`config.mk`:
```
export PLATFORM = sky130hd
export DESIGN_NAME = cookie_header_parser_top
export DESIGN_NICKNAME = d
export VERILOG_FILES = /design/src/rtl/chp_pkg.sv /design/src/rtl/chp_engine.sv /design/src/rtl/cookie_header_parser_top.sv
export SDC_FILE = /design/constraint.sdc
export NUM_CORES = 1
export LEC_CHECK = 0
export ABC_AREA = 0
export BUFFER_PORTS_ARGS = -buffer_cell sky130_fd_sc_hd__buf_2
export CORE_MARGIN = 2
export CORE_UTILIZATION = 43
export CTS_CLUSTER_DIAMETER = 120
export CTS_CLUSTER_SIZE = 28
export DETAILED_ROUTE_END_ITERATION = 16
export PLACE_DENSITY = 0.58
export SLEW_MARGIN = 20
export SYNTH_ARGS = -nofsm -noshare
export SYNTH_HDL_FRONTEND = slang
export SYNTH_SLANG_ARGS = --single-unit
```
`constraint.sdc`:
```
create_clock -name clk -period 8.9 [get_ports clk]
set_clock_uncertainty 0.15 [all_clocks]
set_input_delay 2.67 -clock clk [delete_from_list [all_inputs] [get_ports clk]]
set_output_delay 2.67 -clock clk [all_outputs]
set_load 0.005 [all_outputs]
```
`src/rtl/chp_pkg.sv`:
```
// ----------------------------------------------------------------------------
// chp_pkg
// Types, character codes and keyword tables for the cookie header parser.
// ----------------------------------------------------------------------------
package chp_pkg;

  typedef struct packed {
    logic [7:0] byte_value;
    logic       end_of_header;
  } chp_in_t;

  typedef struct packed {
    logic [2:0] kind;
    logic [7:0] byte_value_res;
    logic [1:0] name_class;
    logic       closes_previous;
    logic       header_ok;
  } chp_out_t;

  localparam logic [2:0] KIND_NAME     = 3'd0;
  localparam logic [2:0] KIND_VALUE    = 3'd1;
  localparam logic [2:0] KIND_PATH     = 3'd2;
  localparam logic [2:0] KIND_DOMAIN   = 3'd3;
  localparam logic [2:0] KIND_NAME_END = 3'd4;
  localparam logic [2:0] KIND_FINISH   = 3'd5;

  localparam logic [1:0] CLASS_PLAIN   = 2'd0;
  localparam logic [1:0] CLASS_VERSION = 2'd1;
  localparam logic [1:0] CLASS_PATH    = 2'd2;
  localparam logic [1:0] CLASS_DOMAIN  = 2'd3;

  localparam logic [1:0] VCHK_NONE  = 2'd0;
  localparam logic [1:0] VCHK_ONE   = 2'd1;
  localparam logic [1:0] VCHK_OTHER = 2'd2;

  localparam logic [7:0] CH_TAB   = 8'h09;
  localparam logic [7:0] CH_SP    = 8'h20;
  localparam logic [7:0] CH_QUOTE = 8'h22;
  localparam logic [7:0] CH_COMMA = 8'h2C;
  localparam logic [7:0] CH_ONE   = 8'h31;
  localparam logic [7:0] CH_SEMI  = 8'h3B;
  localparam logic [7:0] CH_EQ    = 8'h3D;
  localparam logic [7:0] TOKEN_LO = 8'd32;
  localparam logic [7:0] TOKEN_HI = 8'd126;

  localparam logic [3:0] NAME_POS_MAX = 4'd15;

  // Keywords: $Version, $Path, $Domain
  localparam logic [7:0] KW_TEXT [0:2][0:7] = '{
    '{8'h24, 8'h56, 8'h65, 8'h72, 8'h73, 8'h69, 8'h6F, 8'h6E},
    '{8'h24, 8'h50, 8'h61, 8'h74, 8'h68, 8'h00, 8'h00, 8'h00},
    '{8'h24, 8'h44, 8'h6F, 8'h6D, 8'h61, 8'h69, 8'h6E, 8'h00}
  };
  localparam logic [3:0] KW_LEN [0:2] = '{4'd8, 4'd5, 4'd7};

  function automatic logic is_blank(logic [7:0] b);
    return (b == CH_SP) || (b == CH_TAB);
  endfunction

  function automatic logic is_token(logic [7:0] b);
    logic sep;
    case (b)
      8'h28, 8'h29, 8'h3C, 8'h3E, 8'h40, 8'h2C, 8'h3B, 8'h3A, 8'h5C,
      8'h22, 8'h2F, 8'h5B, 8'h5D, 8'h3F, 8'h3D, 8'h7B, 8'h7D: sep = 1'b1;
      default: sep = 1'b0;
    endcase
    return (b >= TOKEN_LO) && (b <= TOKEN_HI) && !sep;
  endfunction

endpackage

```
`src/rtl/chp_engine.sv`:
```
// ----------------------------------------------------------------------------
// chp_engine
// Parser state and per-beat step logic; result is combinational.
// ----------------------------------------------------------------------------
module chp_engine
  import chp_pkg::*;
(
  input  logic     clk,
  input  logic     rst_n,
  input  logic     beat_en,
  input  chp_in_t  beat_in,
  output logic     res_vld,
  output chp_out_t res
);

  typedef enum logic [2:0] {
    PH_PRE_NAME, PH_NAME, PH_POST_NAME, PH_PRE_DATA,
    PH_DATA, PH_QUOTED, PH_POST_DATA, PH_DEAD
  } phase_t;

  phase_t     phase_r, phase_nxt;
  logic       first_pair_r, first_pair_nxt;
  logic       adv_r, adv_nxt;
  logic [1:0] vclass_r, vclass_nxt;
  logic       open_r, open_nxt;
  logic [3:0] pos_r, pos_nxt;
  logic [2:0] hits_r, hits_nxt;
  logic [1:0] vchk_r, vchk_nxt;

  logic [7:0] b;
  logic       sep_end;
  logic [2:0] nb_hits;
  logic [3:0] nb_pos;
  logic [1:0] ne_cls;
  logic       close_ok;
  logic       fin_ok;

  assign b = beat_in.byte_value;
  assign sep_end = (b == CH_SEMI) || ((b == CH_COMMA) && first_pair_r);
  assign close_ok = (vclass_r != CLASS_VERSION) || (vchk_r == VCHK_ONE);
  assign nb_pos = (pos_r == NAME_POS_MAX) ? pos_r : pos_r + 4'd1;

  always_comb begin
    nb_hits = hits_r;
    for (int k = 0; k < 3; k++) begin
      if ((pos_r >= KW_LEN[k[1:0]]) || (KW_TEXT[k[1:0]][pos_r[2:0]] != b)) begin
        nb_hits[k] = 1'b0;
      end
    end
  end

  always_comb begin
    ne_cls = CLASS_PLAIN;
    if (first_pair_r && hits_r[0] && (pos_r == KW_LEN[0])) begin
      ne_cls = CLASS_VERSION;
    end else if (adv_r) begin
      if (hits_r[1] && (pos_r == KW_LEN[1])) begin
        ne_cls = CLASS_PATH;
      end else if (hits_r[2] && (pos_r == KW_LEN[2])) begin
        ne_cls = CLASS_DOMAIN;
      end
    end
  end

  always_comb begin
    phase_nxt      = phase_r;
    first_pair_nxt = first_pair_r;
    adv_nxt        = adv_r;
    vclass_nxt     = vclass_r;
    open_nxt       = open_r;
    pos_nxt        = pos_r;
    hits_nxt       = hits_r;
    vchk_nxt       = vchk_r;
    res_vld        = 1'b0;
    res            = '0;
    fin_ok         = 1'b0;

    if (beat_in.end_of_header) begin
      if (phase_r == PH_DATA) begin
        fin_ok = open_r && close_ok;
      end else if (phase_r == PH_POST_DATA) begin
        fin_ok = 1'b1;
      end
      res_vld             = 1'b1;
      res.kind            = KIND_FINISH;
      res.closes_previous = fin_ok && open_r;
      res.header_ok       = fin_ok;
      phase_nxt      = PH_PRE_NAME;
      first_pair_nxt = 1'b1;
      adv_nxt        = 1'b0;
      vclass_nxt     = CLASS_PLAIN;
      open_nxt       = 1'b0;
      pos_nxt        = '0;
      hits_nxt       = 3'b111;
      vchk_nxt       = VCHK_NONE;
    end else begin
      unique case (phase_r)
        PH_PRE_NAME, PH_NAME: begin
          if ((phase_r == PH_NAME) && ((b == CH_EQ) || is_blank(b))) begin
            phase_nxt = (b == CH_EQ) ? PH_PRE_DATA : PH_POST_NAME;
            res_vld         = 1'b1;
            res.kind        = KIND_NAME_END;
            res.name_class  = ne_cls;
            if (ne_cls == CLASS_PLAIN) begin
              res.closes_previous = open_r;
              open_nxt            = 1'b1;
            end
            vclass_nxt = ne_cls;
            vchk_nxt   = VCHK_NONE;
            pos_nxt    = '0;
            hits_nxt   = 3'b111;
          end else if ((phase_r == PH_PRE_NAME) && is_blank(b)) begin
            phase_nxt = phase_r;
          end else if (is_token(b)) begin
            phase_nxt          = PH_NAME;
            hits_nxt           = nb_hits;
            pos_nxt            = nb_pos;
            res_vld            = 1'b1;
            res.kind           = KIND_NAME;
            res.byte_value_res = b;
          end else begin
            phase_nxt = PH_DEAD;
          end
        end
        PH_POST_NAME: begin
          if (b == CH_EQ) begin
            phase_nxt = PH_PRE_DATA;
          end else if (!is_blank(b)) begin
            phase_nxt = PH_DEAD;
          end
        end
        PH_PRE_DATA, PH_DATA, PH_QUOTED: begin
          priority if ((phase_r == PH_PRE_DATA) && (b == CH_QUOTE)) begin
            phase_nxt = PH_QUOTED;
          end else if ((phase_r == PH_PRE_DATA) && is_blank(b)) begin
            phase_nxt = phase_r;
          end else if ((phase_r == PH_DATA) && (sep_end || is_blank(b))) begin
            if (sep_end) begin
              first_pair_nxt = 1'b0;
            end
            if (close_ok) begin
              phase_nxt = sep_end ? PH_PRE_NAME : PH_POST_DATA;
              if (vclass_r == CLASS_VERSION) begin
                adv_nxt = 1'b1;
              end
            end else begin
              phase_nxt = PH_DEAD;
            end
          end else if ((phase_r == PH_QUOTED) && (b == CH_QUOTE)) begin
            if (close_ok) begin
              phase_nxt = PH_POST_DATA;
              if (vclass_r == CLASS_VERSION) begin
                adv_nxt = 1'b1;
              end
            end else begin
              phase_nxt = PH_DEAD;
            end
          end else if ((phase_r == PH_QUOTED) || is_token(b)) begin
            if (phase_r == PH_PRE_DATA) begin
              phase_nxt = PH_DATA;
            end
            if (vclass_r == CLASS_VERSION) begin
              vchk_nxt = ((vchk_r == VCHK_NONE) && (b == CH_ONE)) ? VCHK_ONE : VCHK_OTHER;
            end else begin
              res_vld            = 1'b1;
              res.kind           = (vclass_r == CLASS_PLAIN) ? KIND_VALUE : {1'b0, vclass_r};
              res.byte_value_res = b;
            end
          end else begin
            phase_nxt = PH_DEAD;
          end
        end
        PH_POST_DATA: begin
          if (sep_end) begin
            first_pair_nxt = 1'b0;
            phase_nxt      = PH_PRE_NAME;
          end else if (!is_blank(b)) begin
            phase_nxt = PH_DEAD;
          end
        end
        PH_DEAD: begin
          phase_nxt = PH_DEAD;
        end
        default: begin
          phase_nxt = PH_DEAD;
        end
      endcase
    end
  end

  always_ff @(posedge clk) begin
    if (!rst_n) begin
      phase_r      <= PH_PRE_NAME;
      first_pair_r <= 1'b1;
      adv_r        <= 1'b0;
      vclass_r     <= CLASS_PLAIN;
      open_r       <= 1'b0;
      pos_r        <= '0;
      hits_r       <= 3'b111;
      vchk_r       <= VCHK_NONE;
    end else if (beat_en) begin
      phase_r      <= phase_nxt;
      first_pair_r <= first_pair_nxt;
      adv_r        <= adv_nxt;
      vclass_r     <= vclass_nxt;
      open_r       <= open_nxt;
      pos_r        <= pos_nxt;
      hits_r       <= hits_nxt;
      vchk_r       <= vchk_nxt;
    end
  end

endmodule

```
`src/rtl/cookie_header_parser_top.sv`:
```
// ----------------------------------------------------------------------------
// cookie_header_parser_top
// Cookie header parser: one header byte per beat in, tagged byte/event out.
//
//   channel | ports                       | payload
//   in      | in_valid, in_stall, in_data | chp_in_t  (byte, end flag)
//   out     | out_valid, out_stall, out_data | chp_out_t (kind, byte, class, flags)
//
// One beat per cycle while in_stall is low; a result lands in the output register
// in the cycle after its input beat is taken. Bytes that give no result leave the
// output empty. in_stall is raised only while the output register holds a result
// and out_stall is high. Synchronous reset returns the parser to "before name".
// ----------------------------------------------------------------------------
module cookie_header_parser_top
  import chp_pkg::*;
(
  input  logic     clk,
  input  logic     rst_n,
  input  logic     in_valid,
  output logic     in_stall,
  input  chp_in_t  in_data,
  output logic     out_valid,
  input  logic     out_stall,
  output chp_out_t out_data
);

  logic     take;
  logic     res_vld;
  chp_out_t res;
  logic     out_valid_r;
  chp_out_t out_data_r;

  assign in_stall = out_valid_r && out_stall;
  assign take     = in_valid && !in_stall;

  chp_engine u_engine (
    .clk     (clk),
    .rst_n   (rst_n),
    .beat_en (take),
    .beat_in (in_data),
    .res_vld (res_vld),
    .res     (res)
  );

  always_ff @(posedge clk) begin
    if (!rst_n) begin
      out_valid_r <= 1'b0;
    end else if (take) begin
      out_valid_r <= res_vld;
    end else if (!out_stall) begin
      out_valid_r <= 1'b0;
    end
  end

  always_ff @(posedge clk) begin
    if (take) begin
      out_data_r <= res;
    end
  end

  assign out_valid = out_valid_r;
  assign out_data  = out_data_r;

endmodule

```
# == Word-level counts from Yosys, hierarchy flattened ==
# Memory sizes are Yosys's and may differ from the RTL's.
# Index checks and enable logic that the tools add are counted.
# word_totals
n_memories,3
mem_bits_rw,0
mem_bits_ro,192
elab_cells,258
in_bits,13
regBits,33
latch_bits,0
# mem_list
name,depth,width,rd,rd_ports_with_merged_regs,wr,line_no,text
(no name shown),8,8,1,0,0,chp_engine.sv:46,if ((pos_r >= KW_LEN[k[1:0]]) || (KW_TEXT[k[1:0]][pos_r[2:0]] != b)) begin
(no name shown),8,8,1,0,0,chp_engine.sv:46,
(no name shown),8,8,1,0,0,chp_engine.sv:46,
# op_classes
n_reduce_logical,60
shifts,0
order_cmp,6
div_mod_pow,0
n_mul,0
n_bitwise,3
muxes,116
addsub,1
eq_ne,53
# ops
cell,n
$eq 8x6->1 const B,13
$mux 11,7
$mux 8,8
$mux 3,21
$mux 1,52
$eq 8x7->1 const B,6
$mux 2,17
$reduce_and 5->1,6
$mux 4,6
$ne 8x8->1,3
$pmux 11 s2,1
$reduce_bool 3->1,7
$logic_and 1x1->1,19
$reduce_or 17->1,1
$ne 3x2->1 const B,5
$ne 3x3->1 const B,5
$pmux 3 s5,1
$eq 3x3->1 const B,4
$logic_or 1x1->1,9
$reduce_and 9->1,1
$eq 4x3->1 const B,2
$eq 4x4->1 const B,2
$eq 8x4->1 const B,1
$ge 4x3->1 const B,2
other kinds (23),40

# == Longest topological paths before layout ==
# logic_depth
depth_word,21
mapped_depth,9
depth_no_buf,8

# == Modules after synthesis ==
# From an unflattened synthesis, not the netlist that was laid out.
# hier_totals
hier_cells,305
area_unflattened_um2,2528.7
# modules_own_cells
module,instances,cells_each,area_per_inst_um2
chp_engine,1,285,2026.9
cookie_header_parser_top,1,20,501.7

# == Least setup slack after synthesis ==
# No wires, ideal clock.
# synth_path
path_kind,input to output
startpoint,in out_stall
endpoint,out in_stall
slack_ns,3.241
required_time_ns,6.080
arrival_ns,2.839
path_stages,1
path_cell_list,and2_1
# synth_between
elab_chain_cells,1
# synth_lines
element,line_no,text
start: declaration,cookie_header_parser_top.sv:23,"input logic out_stall,"
$logic_and 1x1->1,cookie_header_parser_top.sv:33,assign in_stall = out_valid_r && out_stall;
end: declaration,cookie_header_parser_top.sv:20,"output logic in_stall,"
# No other way between the ends.

# == Worst setup path after layout ==
# Same ends and word-level chain as after synthesis.

==> run summary <==
Result of the run - completed
P per Cell Area - 130 nW/um2
Worst Min Path Start - u_engine.hits_r[0]$_SDFFE_PN1P_
Area of the die - 6910 um2
Cell area after layout - 2930 um2
Setup bufs post-CTS - 0
Share of layout cells above drive strength 1 - 15.4%
Post-DRT Antenna Nets - 0
Final Setup Violations - 0
Seq cells post-synth - 33
First-pass GRT wire length - 12100 um
Post-detail-place hpwl - 5350 um
Worst slew pin tran - 0.762 ns
Required time worst endpoint - 6.08 ns
Clock Sinks - 33
Number of rows created at floorplan - 28
Number of distinct standard cells referenced by the synthesized netlist - 74
Kind of launch point of the worst setup path - primary input
Antenna violations before repair - 0
Number of DRC violations after detailed routing - 0
Path type of the worst min-delay path - flop to flop
Maximum level of the CTS H-tree - 2
Min-Delay Path Depth - 1
Leakage power figure - 1.08 nW
Max VDD drop - 0.0649 mV
Synthesized Nets - 342
Placed insts - 404
Share of the yosys chip area belonging to registers - 30.1%
Number of buffers between clock root and the deepest sink - 2
Total negative slack for setup checks - 0 ns
Final clock period utilization by the worst path - 66.4%
Worst-skew pair later-pin latency - 0.29 ns
Share of synthesized registers carrying an async set or reset - 0%
Syn-to-layout area delta - 8.83%
Number of vias after detailed routing - 2549
Number of flops mapped to enable cells by yosys - 15
Reg2reg start - u_engine.pos_r[2]$_SDFFE_PN0P_
Cell area after technology mapping - 2690 um2
GRT Residual Overflow - 0
Number of hold buffers added after CTS - 0
Input/output buffers - 29
Clock transition at the registers of the reported paths - 0.07 ns
Iteration-0 DRC Markers - 332
Maximum number of pins on one net before global-route repair - 24
Routed Wire Length - 7330 um
Core Footprint - 5990 um2
Average cell area after synthesis - 8.44 um2
CTS tree - yes
First drt pass iteration count - 5
# resized after CTS - 0
Number of global-route vias before repair - 2488
Setup repair after global routing missed its margin - no
Die H - 83.1 um
End of the worst register-to-register path - u_engine.hits_r[0]$_SDFFE_PN1P_
Arr. time, crit path - 3.09 ns
Final routed wire length divided by cell count - 17.8 um
Min-Delay Endpoint - u_engine.hits_r[0]$_SDFFE_PN1P_
Final Hold Viols - 0
Number of primary I/O pins - 30
Worst Path Max Fanout - 4
Final estimated routing congestion in global placement - 0.915
Nature of the critical path endpoint - output pin
Max Slew Vio Count - 0
Number of nets at the end of the flow - 359
FF-to-FF path depth - 6
Maxcap violations - 0
Clock tree root driver cell - clkbuf_8
Reg2Reg Setup Slack - 6.42 ns
Number of vias per cell - 6.19
Cells after Synth - 319
Min cycle time layout - 5.91 ns
GRT Overall Usage - 21.3%
Width of the chip - 83.1 um
Initial standard-cell utilization of the core - 44.9%
# diodes - 0
Ys Warns - 0
Finished Layout Cells - 412
Number of buffers created by CTS - 5
Worst slew margin - 49.1%
Critical path start-end classification - primary input to output pin
Instance area after placement - 2840 um2
Upper clock frequency limit - 169 MHz
Commonest register cell after synthesis - dfxtp_1
## layout by cell type (no fill, tap or decap), types with 5 or more instances in the layout
master / count
xnor2_1: 5
mux2i_1: 6
xor2_1: 6
nand2_1: 33
nand4_1: 5
o21ai_0: 6
and2_1: 5
and3_1: 5
nor3_1: 8
o31ai_1: 5
nor2_1: 17
dfxtp_1: 18
nand3_1: 12
edfxtp_1: 15
o22ai_1: 5
clkbuf_8: 5
o211ai_1: 5
a21oi_1: 30
nor4_1: 6
inv_1: 15
buf_2: 29
ha_1: 10
## registers in the layout, summed over array words and instances, names as in the netlist
| signal | count |
|---|---|
| out_data | 15 |
| u_engine.pos_r | 4 |
| u_engine.hits_r | 3 |
| u_engine.phase_r | 3 |
| u_engine.vchk_r | 2 |
| u_engine.vclass_r | 2 |
| out_valid | 1 |
| u_engine.adv_r | 1 |
| u_engine.first_pair_r | 1 |
| u_engine.open_r | 1 |
## through the flow
| step | util [%] | hold slack [ns] | power, mW | setup WS (ns) |
|---|---|---|---|---|
| CTS | 48.9 | 0.300 | 0.382 | 2.99 |
| finish | 48.9 | 0.300 | 0.380 | 2.99 |
| floorplan | - | 0.268 | 0.244 | 3.24 |
| detailed placement | 47.5 | 0.283 | 0.269 | 2.99 |
| global route | 48.9 | 0.334 | 0.400 | 2.97 |
| global placement | 47.5 | 0.279 | 0.269 | 3.01 |
## critical path: stages
cell and delay [ns]:
buf_2 0.09, and2_1 0.18, buf_2 0.14
## layout make-up
| cell class | count | area [um2] |
|---|---|---|
| Clock buffer | 5 | 68.8 |
| Clock inverter | 3 | 17.5 |
| Fill cell | 586 | 3060 |
| Inverter | 17 | 63.8 |
| Multi-Input combinational cell | 249 | 1720 |
| Sequential cell | 33 | 811 |
| Tap cell | 75 | 93.8 |
| Timing Repair Buffer | 30 | 153 |
## Yosys cell counts, types with 6 or more instances
cell type / instances / area (um2)
nand2_1: 33 / 124
a21oi_1: 30 / 150
dfxtp_1: 18 / 360
nor2_1: 17 / 63.8
edfxtp_1: 15 / 450
inv_1: 15 / 56.3
nand3_1: 12 / 60.1
clkbuf_1: 10 / 37.5
ha_1: 10 / 125
nor3_1: 8 / 40.0
buf_2: 6 / 30.0
mux2i_1: 6 / 60.1
nor4_1: 6 / 37.5
o21ai_0: 6 / 30.0
xor2_1: 6 / 52.6
## where the power goes
part	leakage, nW	internal (mW)	total, mW	switching, mW
clock	0.0439	0.0540	0.113	0.0592
combinational	0.736	0.0335	0.0925	0.0590
sequential	0.298	0.167	0.175	0.00740
## logic make-up (layout without fill, tap and decap cells)
logic type / count (synthesis) / in the layout / share of synthesized area (%)
xor+xnor: 11 / 11 / 3.58
buf+inv: 37 / 55 / 5.99
flops: 33 / 33 / 30.1
simple gates: 122 / 122 / 26.1
compound gates: 99 / 99 / 27.0
mux: 7 / 7 / 2.65
fa+ha+maj: 10 / 10 / 4.65
## how the worst max path moves through the flow
stage                   start  depth (start not counted)  endpoint  slack [ns]
global placement    out_stall                          3  in_stall        3.01
finish              out_stall                          3  in_stall        2.99
global route        out_stall                          3  in_stall        2.97
CTS                 out_stall                          3  in_stall        2.99
detailed placement  out_stall                          3  in_stall        2.99
floorplan           out_stall                          1  in_stall        3.24
## per-layer routing
layer	GRT usage [%]	up-vias	part of all wire (%)
li1	-	1247	-
met1	28.6	1194	46
met2	34.1	91	47
met3	3.88	17	5.4
met4	7.75	0	1.5
met5	0	-	0
No activity file was read; power rests on OpenSTA's default activity.
